File: config.mk
export PLATFORM = sky130hd
export DESIGN_NAME = i2c_master_bit_sequencer
export DESIGN_NICKNAME = d
export VERILOG_FILES = /design/src/hw/rtl/i2cms_pkg.sv /design/src/hw/rtl/i2c_master_bit_sequencer.sv
export SDC_FILE = /design/constraint.sdc
export NUM_CORES = 1
export LEC_CHECK = 0
export BUFFER_PORTS_ARGS = -buffer_cell sky130_fd_sc_hd__buf_2
export CAP_MARGIN = 15
export CORE_MARGIN = 2
export CORE_UTILIZATION = 52
export DETAILED_ROUTE_END_ITERATION = 10
export PLACE_DENSITY = 0.76
export SLEW_MARGIN = 0
export SYNTH_ARGS = -nofsm -noshare
export SYNTH_HDL_FRONTEND = slang
export SYNTH_SLANG_ARGS = --single-unit
File: constraint.sdc
create_clock -name aclk -period 4.3 [get_ports aclk]
set_input_delay 0.43 -clock aclk [delete_from_list [all_inputs] [get_ports aclk]]
set_output_delay 0.43 -clock aclk [all_outputs]
set_load 0.005 [all_outputs]
File: src/hw/rtl/i2cms_pkg.sv
package i2cms_pkg;

    // command codes, same values as the request kind field
    typedef enum logic [2:0] {
        CMD_IDLE  = 3'd0,
        CMD_START = 3'd1,
        CMD_STOP  = 3'd2,
        CMD_WMSB  = 3'd3,
        CMD_WLSB  = 3'd4,
        CMD_READ  = 3'd5
    } cmd_t;

    localparam int unsigned PHASE_W    = 6;
    localparam int unsigned S_DATA_W   = 16;
    localparam int unsigned S_USER_W   = 3;
    localparam int unsigned M_DATA_W   = 16;

    // write phase decode: phase p below 24 maps to {bit step p/3, sub phase p%3}
    localparam logic [4:0] WR_STEP [32] = '{
        5'd0,  5'd1,  5'd2,
        5'd4,  5'd5,  5'd6,
        5'd8,  5'd9,  5'd10,
        5'd12, 5'd13, 5'd14,
        5'd16, 5'd17, 5'd18,
        5'd20, 5'd21, 5'd22,
        5'd24, 5'd25, 5'd26,
        5'd28, 5'd29, 5'd30,
        5'd0,  5'd0,  5'd0,  5'd0,
        5'd0,  5'd0,  5'd0,  5'd0
    };

    localparam logic [1:0] SUB_DRIVE  = 2'd0;
    localparam logic [1:0] SUB_RISE   = 2'd1;
    localparam logic [1:0] SUB_SAMPLE = 2'd2;
    localparam logic [1:0] SUB_FALL   = 2'd3;

endpackage

File: src/hw/rtl/i2c_master_bit_sequencer.sv
// Channel   Dir  Ports                    Contents
// s_        in   tvalid tready tdata tuser one tick: pin samples, optional command
// m_        out  tvalid tready tdata       pin drives and status after that tick
//
// One request is taken per clock unless a result is stalled; its result appears in the
// output register on the next cycle, so the sustained rate is one tick per clock.
// While a command runs, its state advances by one pin phase for every request taken.
// aresetn (synchronous) returns the sequencer to idle with both lines released.
// A stalled result blocks new requests only while it has not been taken.
module i2c_master_bit_sequencer
    import i2cms_pkg::*;
(
    input  logic                  aclk,
    input  logic                  aresetn,
    input  logic                  s_tvalid,
    output logic                  s_tready,
    input  logic [S_DATA_W-1:0]   s_tdata,   // data_byte[7:0], sda_in[8], scl_in[9], zeros
    input  logic [S_USER_W-1:0]   s_tuser,   // kind[2:0]
    output logic                  m_tvalid,
    input  logic                  m_tready,
    output logic [M_DATA_W-1:0]   m_tdata    // sda_drive, scl_drive, busy_res, done_res,
                                             // status_bit, read_data[12:5], zeros
);

    logic                 s_accept;
    logic [2:0]           kind;
    logic [7:0]           data_byte;
    logic                 sda_in;
    logic                 scl_in;

    cmd_t                 command_reg,  command_next;
    logic [PHASE_W-1:0]   phase_reg,    phase_next;
    logic [7:0]           shift_reg,    shift_next;
    logic [7:0]           accum_reg,    accum_next;
    logic                 sda_reg,      sda_next;
    logic                 scl_reg,      scl_next;
    logic                 status_reg,   status_next;
    logic                 m_valid_reg;
    logic [M_DATA_W-1:0]  m_data_reg,   m_data_next;

    logic                 new_cmd;
    logic                 done;
    cmd_t                 cmd_eff;
    logic [PHASE_W-1:0]   phase_eff;
    logic [7:0]           shift_eff;
    logic [4:0]           wr_step;
    logic [2:0]           wr_pos;

    assign kind      = s_tuser[2:0];
    assign data_byte = s_tdata[7:0];
    assign sda_in    = s_tdata[8];
    assign scl_in    = s_tdata[9];

    assign s_tready = !m_valid_reg || m_tready;
    assign s_accept = s_tvalid && s_tready;
    assign m_tvalid = m_valid_reg;
    assign m_tdata  = m_data_reg;

    always_comb begin
        new_cmd   = (command_reg == CMD_IDLE) && (kind >= 3'(CMD_START))
                    && (kind <= 3'(CMD_READ));
        cmd_eff   = new_cmd ? cmd_t'(kind) : command_reg;
        phase_eff = new_cmd ? '0 : phase_reg;
        if (new_cmd) begin
            shift_eff = (cmd_t'(kind) == CMD_WMSB || cmd_t'(kind) == CMD_WLSB)
                        ? data_byte : 8'h00;
        end else begin
            shift_eff = shift_reg;
        end

        wr_step = WR_STEP[phase_eff[4:0]];
        wr_pos  = (cmd_eff == CMD_WMSB) ? (3'd7 - wr_step[4:2]) : wr_step[4:2];

        command_next = cmd_eff;
        phase_next   = phase_eff;
        shift_next   = shift_eff;
        accum_next   = accum_reg;
        sda_next     = sda_reg;
        scl_next     = scl_reg;
        status_next  = status_reg;
        done         = 1'b0;

        if (cmd_eff != CMD_IDLE) begin
            unique case (cmd_eff)
                CMD_START: begin
                    case (phase_eff)
                        6'd0: sda_next = 1'b1;
                        6'd1: scl_next = 1'b1;
                        6'd2: begin
                            if (sda_in && scl_in) begin
                                sda_next = 1'b0;
                            end else begin
                                // bus busy: abort without touching the lines
                                status_next = 1'b1;
                                done        = 1'b1;
                            end
                        end
                        6'd3: begin
                            scl_next    = 1'b0;
                            status_next = 1'b0;
                            done        = 1'b1;
                        end
                        default: done = 1'b1;
                    endcase
                end
                CMD_STOP: begin
                    case (phase_eff)
                        6'd0: scl_next = 1'b0;
                        6'd1: sda_next = 1'b0;
                        6'd2: scl_next = 1'b1;
                        6'd3: begin
                            sda_next = 1'b1;
                            done     = 1'b1;
                        end
                        default: done = 1'b1;
                    endcase
                end
                CMD_WMSB, CMD_WLSB: begin
                    if (phase_eff < 6'd24) begin
                        case (wr_step[1:0])
                            SUB_DRIVE: sda_next = shift_eff[wr_pos];
                            SUB_RISE:  scl_next = 1'b1;
                            default:   scl_next = 1'b0;
                        endcase
                    end else begin
                        case (phase_eff)
                            6'd24: sda_next    = 1'b1;
                            6'd25: scl_next    = 1'b1;
                            6'd26: status_next = sda_in;
                            6'd27: begin
                                scl_next = 1'b0;
                                done     = 1'b1;
                            end
                            default: done = 1'b1;
                        endcase
                    end
                end
                CMD_READ: begin
                    if (!phase_eff[5]) begin
                        case (phase_eff[1:0])
                            SUB_DRIVE:  sda_next = 1'b1;
                            SUB_RISE:   scl_next = 1'b1;
                            SUB_SAMPLE: shift_next[phase_eff[4:2]] = sda_in;
                            SUB_FALL: begin
                                scl_next = 1'b0;
                                if (phase_eff[4:0] == 5'd31) begin
                                    accum_next = shift_eff;
                                    done       = 1'b1;
                                end
                            end
                            default: scl_next = 1'b0;
                        endcase
                    end else begin
                        done = 1'b1;
                    end
                end
                default: done = 1'b1;
            endcase

            if (done) begin
                command_next = CMD_IDLE;
                phase_next   = '0;
            end else begin
                phase_next = phase_eff + 6'd1;
            end
        end

        m_data_next = {3'b000, accum_next, status_next, done,
                       (command_next != CMD_IDLE), scl_next, sda_next};
    end

    always_ff @(posedge aclk) begin
        if (!aresetn) begin
            command_reg <= CMD_IDLE;
            phase_reg   <= '0;
            shift_reg   <= '0;
            accum_reg   <= '0;
            sda_reg     <= 1'b1;
            scl_reg     <= 1'b1;
            status_reg  <= 1'b0;
            m_valid_reg <= 1'b0;
        end else begin
            if (s_accept) begin
                command_reg <= command_next;
                phase_reg   <= phase_next;
                shift_reg   <= shift_next;
                accum_reg   <= accum_next;
                sda_reg     <= sda_next;
                scl_reg     <= scl_next;
                status_reg  <= status_next;
                m_valid_reg <= 1'b1;
            end else if (m_tready) begin
                m_valid_reg <= 1'b0;
            end
        end
    end

    always_ff @(posedge aclk) begin
        if (s_accept) begin
            m_data_reg <= m_data_next;
        end
    end

    // a finished command never reports busy on the same tick
    assert property (@(posedge aclk) disable iff (!aresetn)
        m_valid_reg |-> !(m_data_reg[2] && m_data_reg[3]))
        else $error("busy and done both set");

    // idle sequencer keeps its phase counter cleared
    assert property (@(posedge aclk) disable iff (!aresetn)
        (command_reg == CMD_IDLE) |-> (phase_reg == '0))
        else $error("phase count nonzero while idle");

    // no request taken while a result is stalled
    assert property (@(posedge aclk) disable iff (!aresetn)
        (m_valid_reg && !m_tready) |-> !s_accept)
        else $error("request accepted over a stalled result");

    // busy flag in the result tracks the command register
    assert property (@(posedge aclk) disable iff (!aresetn)
        s_accept |=> (m_data_reg[2] == (command_reg != CMD_IDLE)))
        else $error("busy flag disagrees with command state");

endmodule
# Word-level counts from Yosys, hierarchy flattened
# Memory sizes are Yosys's and may differ from the RTL's.
# Index checks and enable logic that the tools add are counted.
word_totals:
  in_bits: 23
  mem_bits_ro: 160
  wordCells: 121
  memories: 1
  output_inout_bits: 18
  regBits: 42
classes:
  n_reduce_logical: 19
  n_lt_le_gt_ge: 7
  add_sub_neg: 2
  n_mux: 62
  bitwise_logic: 1
  n_eq_ne: 19
memory_table:
  columns: ["memory", "words", "width", "read_ports", "rd_clocked_by_memory_dff", "wr", "line", "source"]
  rows:
  - ["(name not given)", 32, 5, 1, 0, 0, "i2c_master_bit_sequencer.sv:71", "wr_step = WR_STEP[phase_eff[4:0]];"]
ops:
  columns: ["operator", "n"]
  rows:
  - ["two-way mux 8 bit", 11]
  - ["two-way mux 1 bit", 26]
  - ["equality test 6 x 5 -> 1 bit (second input constant)", 4]
  - ["case mux 1 bit (2 select lines)", 10]
  - ["two-way mux 6 bit", 3]
  - ["equality test 6 x 2 -> 1 bit (second input constant)", 2]
  - ["two-way mux 3 bit", 4]
  - ["case mux 1 bit (4 select lines)", 3]
  - ["two-way mux 5 bit", 2]
  - ["equality test 3 x 2 -> 1 bit (second input constant)", 3]
  - ["equality test 3 bit (second input constant)", 3]
  - ["bitwise mux 8 bit", 1]
  - ["less-than comparator 3 x 4 -> 1 bit (second input constant)", 2]
  - ["adder 6 x 1 -> 6 bit (second input constant)", 1]
  - ["equality test 6 x 1 -> 1 bit (second input constant)", 1]
  - [">= comparator 3 x 1 -> 1 bit (second input constant)", 2]
  - [">= comparator 6 bit (second input constant)", 1]
  - ["zero test 6 bit", 1]
  - ["less-than comparator 6 x 5 -> 1 bit (second input constant)", 1]
  - ["inverter 5 -> 6 bit", 1]
  - ["nonzero test 3 bit", 2]
  - ["OR reduction 3 bit", 2]
  - ["equality test 5 bit (second input constant)", 1]
  - ["logical AND 1 bit", 5]
  - ["other kinds (13)", 18]

# Depth between registers and ports, before layout
logic_depth:
  word_depth: 16
  ltp_mapped: 19
  mapped_depth_nobuf: 14

# Worst setup path before layout
# No wires, ideal clock.
synth_timing:
  kind: "flip-flop to flip-flop"
  from: "reg command_reg[2]"
  to: "reg m_data_reg[0] (netlist: m_tdata[0]) (data pin)"
  arrival_ns: 3.866
  synth_period_minus_slack_ns: 3.997
  path_stages_with_launch: 17
  required_time_ns: 4.169
  n_path_buf: 5
  setup_time_ns: 0.131
  slack_ns: 0.303
  path_cell_list: "dfxtp_1 -> buf_6 -> or3_1 -> buf_6 -> or3_4 -> buf_2 -> buf_2 -> and2_1 -> ha_1 -> clkbuf_1 -> or2_2 -> a21oi_1 -> o31ai_2 -> xor2_2 -> mux4_2 -> a32oi_2 -> a31o_1"
synth_between:
  elab_chain_cells: 16
  elab_cells_between_ends: 38
  classes_between: "1 x add/sub; 1 x order compare; 9 x eq/ne; 17 x mux; 1 x bitwise; 8 x reduce/logical; 1 x memory"
synth_rtl:
  columns: ["item", "line", "source"]
  rows:
  - ["start, declared", "i2c_master_bit_sequencer.sv:31", "cmd_t command_reg, command_next;"]
  - ["start signal, assigned", "i2c_master_bit_sequencer.sv:184", "command_reg <= command_next;"]
  - ["zero test 3 bit", "i2c_master_bit_sequencer.sv:60", "new_cmd = (command_reg == CMD_IDLE) && (kind >= 3'(CMD_START))"]
  - ["logical AND 1 bit", "i2c_master_bit_sequencer.sv:60", null]
  - ["logical AND 1 bit", "i2c_master_bit_sequencer.sv:61", "&& (kind <= 3'(CMD_READ));"]
  - ["two-way mux 6 bit", "i2c_master_bit_sequencer.sv:63", "phase_eff = new_cmd ? '0 : phase_reg;"]
  - ["inverter 5 -> 6 bit (not written as such)", "i2c_master_bit_sequencer.sv:71", null]
  - ["memory (32 x 5 bit)", null, null]
  - ["two-way mux 5 bit (not written as such) (2 in series)", "i2c_master_bit_sequencer.sv:71", null]
  - ["subtractor 3 bit", "i2c_master_bit_sequencer.sv:72", "wr_pos = (cmd_eff == CMD_WMSB) ? (3'd7 - wr_step[4:2]) : wr_step[4:2];"]
  - ["two-way mux 3 bit", "i2c_master_bit_sequencer.sv:72", null]
  - ["binary-select mux 1 bit (select 3 bit)", "i2c_master_bit_sequencer.sv:121", "SUB_DRIVE: sda_next = shift_eff[wr_pos];"]
  - ["two-way mux 1 bit (not written as such)", "i2c_master_bit_sequencer.sv:121", null]
  - ["two-way mux 1 bit", "i2c_master_bit_sequencer.sv:120", "case (wr_step[1:0])"]
  - ["two-way mux 1 bit", "i2c_master_bit_sequencer.sv:119", "if (phase_eff < 6'd24) begin"]
  - ["case mux 1 bit (4 select lines)", "i2c_master_bit_sequencer.sv:84", "unique case (cmd_eff)"]
  - ["two-way mux 1 bit *", "i2c_master_bit_sequencer.sv:83", "if (cmd_eff != CMD_IDLE) begin"]
  - ["via m_data_next[0]", "i2c_master_bit_sequencer.sv:39", "logic [M_DATA_W-1:0] m_data_reg, m_data_next;"]
  - ["end signal, assigned", "i2c_master_bit_sequencer.sv:200", "m_data_reg <= m_data_next;"]
  - ["end, declared", "i2c_master_bit_sequencer.sv:39", null]
# Mark *: on every way through the listed nets, which the timed path passes. The rest lies on a longest branch. The select of a mux whose other input is x is not followed.
# A chain may end at the register's enable or synchronous reset.

# Worst setup path in the final report
layout_timing:
  from: "reg command_reg[0]"
  to: "reg m_data_reg[0] (netlist: m_tdata[0]) (data pin)"
# Same word-level chain as after synthesis.

==> results.py <==
metrics = {
    "status": {
        "status": "finished clean",
    },
    "timing": {
        "finalMaxSlewViolations": 0,
        "slew_headroom": 0.463,
        "setup-tns-final_ps": 0,
        "fmax_mhz": 265,
        "worstMarginPinSlew_ps": 806,
        "hold_viol": 0,
        "setup_violations": 0,
        "grt_setup_unrepaired": "false",
        "fin_crit_sh": 0.877,
        "clock_skew_ps": 8.46,
        "finalCriticalPeriod_ps": 3770,
    },
    "global_routing": {
        "antenna_found_initial": 0,
        "overflow": 0,
        "grt_pass1_wl_mm": 12.5,
        "grtUsageTotal": 0.252,
        "grt_max_degree": 31,
        "grt_pass1_vias": 2520,
    },
    "setup_path": {
        "crit_buf_inv": 1,
        "worstPathCellList": "or3_1, or3_4, and2_1, inv_1, ha_1, o311ai_1, a21oi_1, o31ai_2, xor2_2, mux4_2, a32oi_2, a31o_1",
        "critPathMaxStageDelay_ps": 560,
        "endpoint_kind": "flip-flop",
        "cp.arrival_ps": 3940,
        "critPathLaunchType": "flip-flop",
        "cp.required_ps": 4470,
        "crit_path_max_fanout": 12,
        "reg2reg_to": "m_tdata[0]",
        "rr_worst_depth": 12,
        "path_delay_family": "simple AND/OR/NAND/NOR gates",
        "r2r_start": "command_reg[0]",
        "crit_slowest_cell": "mux4_2",
        "worstSetupPathType": "flip-flop to flip-flop",
        "r2r_slack_ps": 530,
    },
    "placed_design": {
        "gp_congestion": 0.972,
        "port_buffers": 31,
        "dpl.hpwl_mm": 5.41,
    },
    "yosys": {
        "synthAdderAreaFrac": 0.0370,
        "ys_warn_count": 0,
        "synth_top_family_by_area": "compound AO/OA/AOI/OAI gates",
        "ys_types": 61,
        "postSynthAreaPerCell_um2": 7.86,
        "yosys-top-cells-count": "nand2_1, nor2_1, a21oi_1",
        "synth-edff-count": 13,
        "async_flop_share": 0,
        "ys_top_cells_by_area": "dfxtp_1, edfxtp_1, nand2_1, a21oi_1, nor2_1",
        "yosysSeqAreaShare": 0.327,
        "yosys.area_share.simple": 0.225,
        "synth_ff_type": "dfxtp_1",
        "synth_compound_area_frac": 0.289,
        "syn_inst": 378,
        "yosysTopAreaCellShare": 0.195,
        "synth_top_cell_by_area": "dfxtp_1",
        "synth_mux_area_frac": 0.0387,
        "synth_most_common_cell": "nand2_1",
        "syn_area_um2": 2970,
        "synthXorXnorAreaFrac": 0.0143,
        "ys_ff_latch": 42,
    },
    "drt": {
        "first_pass_iters": 5,
        "wirelength_mm": 7.58,
        "wl_per_cell_um": 16.1,
        "vias_per_cell": 6.02,
        "antenna_left": 0,
        "drtIter0Drc": 199,
        "drc": 0,
        "vias": 2843,
    },
    "power_and_ir_drop": {
        "clockPowerShare": 0.295,
        "leakage_nw": 1.29,
        "intPower_mw": 0.622,
        "switching_power_mw": 0.292,
        "p_sw_frac": 0.320,
        "seqPwrFrac": 0.479,
        "comb_power_share": 0.226,
        "ir_worst_vdd_uv": 240,
        "powerDensity_nw_per_um2": 281,
    },
    "die": {
        "rows": 27,
        "dieArea_um2": 6340,
        "chipHeight_um": 79.6,
        "chipWidth_um": 79.6,
        "ios": 41,
        "start_util": 0.540,
        "core_area_um2": 5510,
    },
    "layout": {
        "antennaDiodeCount": 0,
        "fin_util": 0.591,
        "final_nets": 430,
        "drive_gt1_frac": 0.158,
        "area_delta_synth_final_pct": 9.43,
        "fill_cells": 505,
        "largest_register_ff_count": 13,
    },
    "hold_path": {
        "min_to": "m_tvalid",
        "min_path_cells": 3,
        "hp-start": "s_tvalid",
        "hold_class": "input port to flip-flop",
    },
    "cts": {
        "cts_resized": 0,
        "cts_sinks": 42,
        "clockBufferDepth": 2,
        "clk_pin_slew_ps": 90,
        "cts-root-buf": "clkbuf_8",
        "clk_latency_ps": 310,
        "cts_made_buffers": 5,
        "cts_tree": "done",
        "holdBufCountCts": 0,
        "htree_levels": 2,
        "post_cts.repair.setup_buffers": 0,
    },
    "job": {
        "maxCapViolCount": 0,
    },
}
## worst max-delay path by stage
stage	startpoint	to	cells after the start
final	command_reg[0]	m_tdata[0]	12
after global routing	command_reg[0]	sda_reg	13
after global placement	s_tuser[1]	sda_reg	14
after floorplan	command_reg[2]	m_tdata[0]	16
after detailed placement	s_tuser[1]	sda_reg	14
after CTS	command_reg[0]	sda_reg	13
## metrics by stage
stage / setup WS [ps] / hold slack, ps / std cells / power (mW) / cell area, µm²
finish: 528 / 381 / 472 / 0.914 / 3250
global route: 274 / 414 / 472 / 0.958 / 3250
CTS: 570 / 380 / 472 / 0.916 / 3250
detailed placement: 477 / 459 / 464 / 0.649 / 3160
global placement: 540 / 450 / 464 / 0.644 / 3160
floorplan: 303 / 441 / 380 / 0.590 / 2980
## cell families (layout without fill, tap and decap cells)
group                    count (synthesis)  in the layout
flip-flops                              42             42
buffers and inverters                   46             66
XOR/XNOR                                 4              4
multiplexers                             9              9
adder cells (fa/ha/maj)                  9              9
other                                    1              3
AO/OA/AOI/OAI                          128            128
AND/OR/NAND/NOR                        139            139
## cell type report
type | instances | area, µm² | share of cell area
clock inverter | 3 | 23.8 | 0.00731
multi-input combinational | 292 | 1810 | 0.555
timing repair buffer | 41 | 230 | 0.0708
tap | 72 | 90.1 | 0.0277
clock buffer | 5 | 68.8 | 0.0212
sequential | 42 | 971 | 0.298
inverter | 17 | 63.8 | 0.0196
## worst register-to-register path, stage by stage (launching register included)
cell	delay (ps)
dfxtp_1	420
or3_1	420
or3_4	470
and2_1	250
inv_1	160
ha_1	290
o311ai_1	140
a21oi_1	190
o31ai_2	110
xor2_2	210
mux4_2	560
a32oi_2	250
a31o_1	180
## power by group through the flow
stage / Clock, mW / Combinational (mW) / Sequential [mW]
final: 0.269 / 0.207 / 0.438
after global routing: 0.290 / 0.227 / 0.441
after CTS: 0.274 / 0.204 / 0.438
after detailed placement: 0 / 0.202 / 0.447
after global placement: 0 / 0.198 / 0.447
after floorplan: 0 / 0.147 / 0.444
## layout by cell type, fill, tap and decap left out, types with 10 or more instances in the layout
cell      instances
nand2_1          52
nor2_1           35
a21oi_1          34
buf_2            31
dfxtp_1          29
o21ai_0          24
inv_1            17
a21boi_0         13
edfxtp_1         13
and3_1           11
and2_1           10
buf_4            10
## routing by layer
| layer | routed length (µm) | vias up | GRT usage |
|---|---|---|---|
| met5 | 0 | - | 0 |
| met4 | 124 | 0 | 0.0759 |
| met3 | 367 | 10 | 0.0339 |
| met2 | 3600 | 84 | 0.402 |
| met1 | 3490 | 1358 | 0.355 |
| li1 | - | 1391 | - |
(Power assumes the default switching activity.)
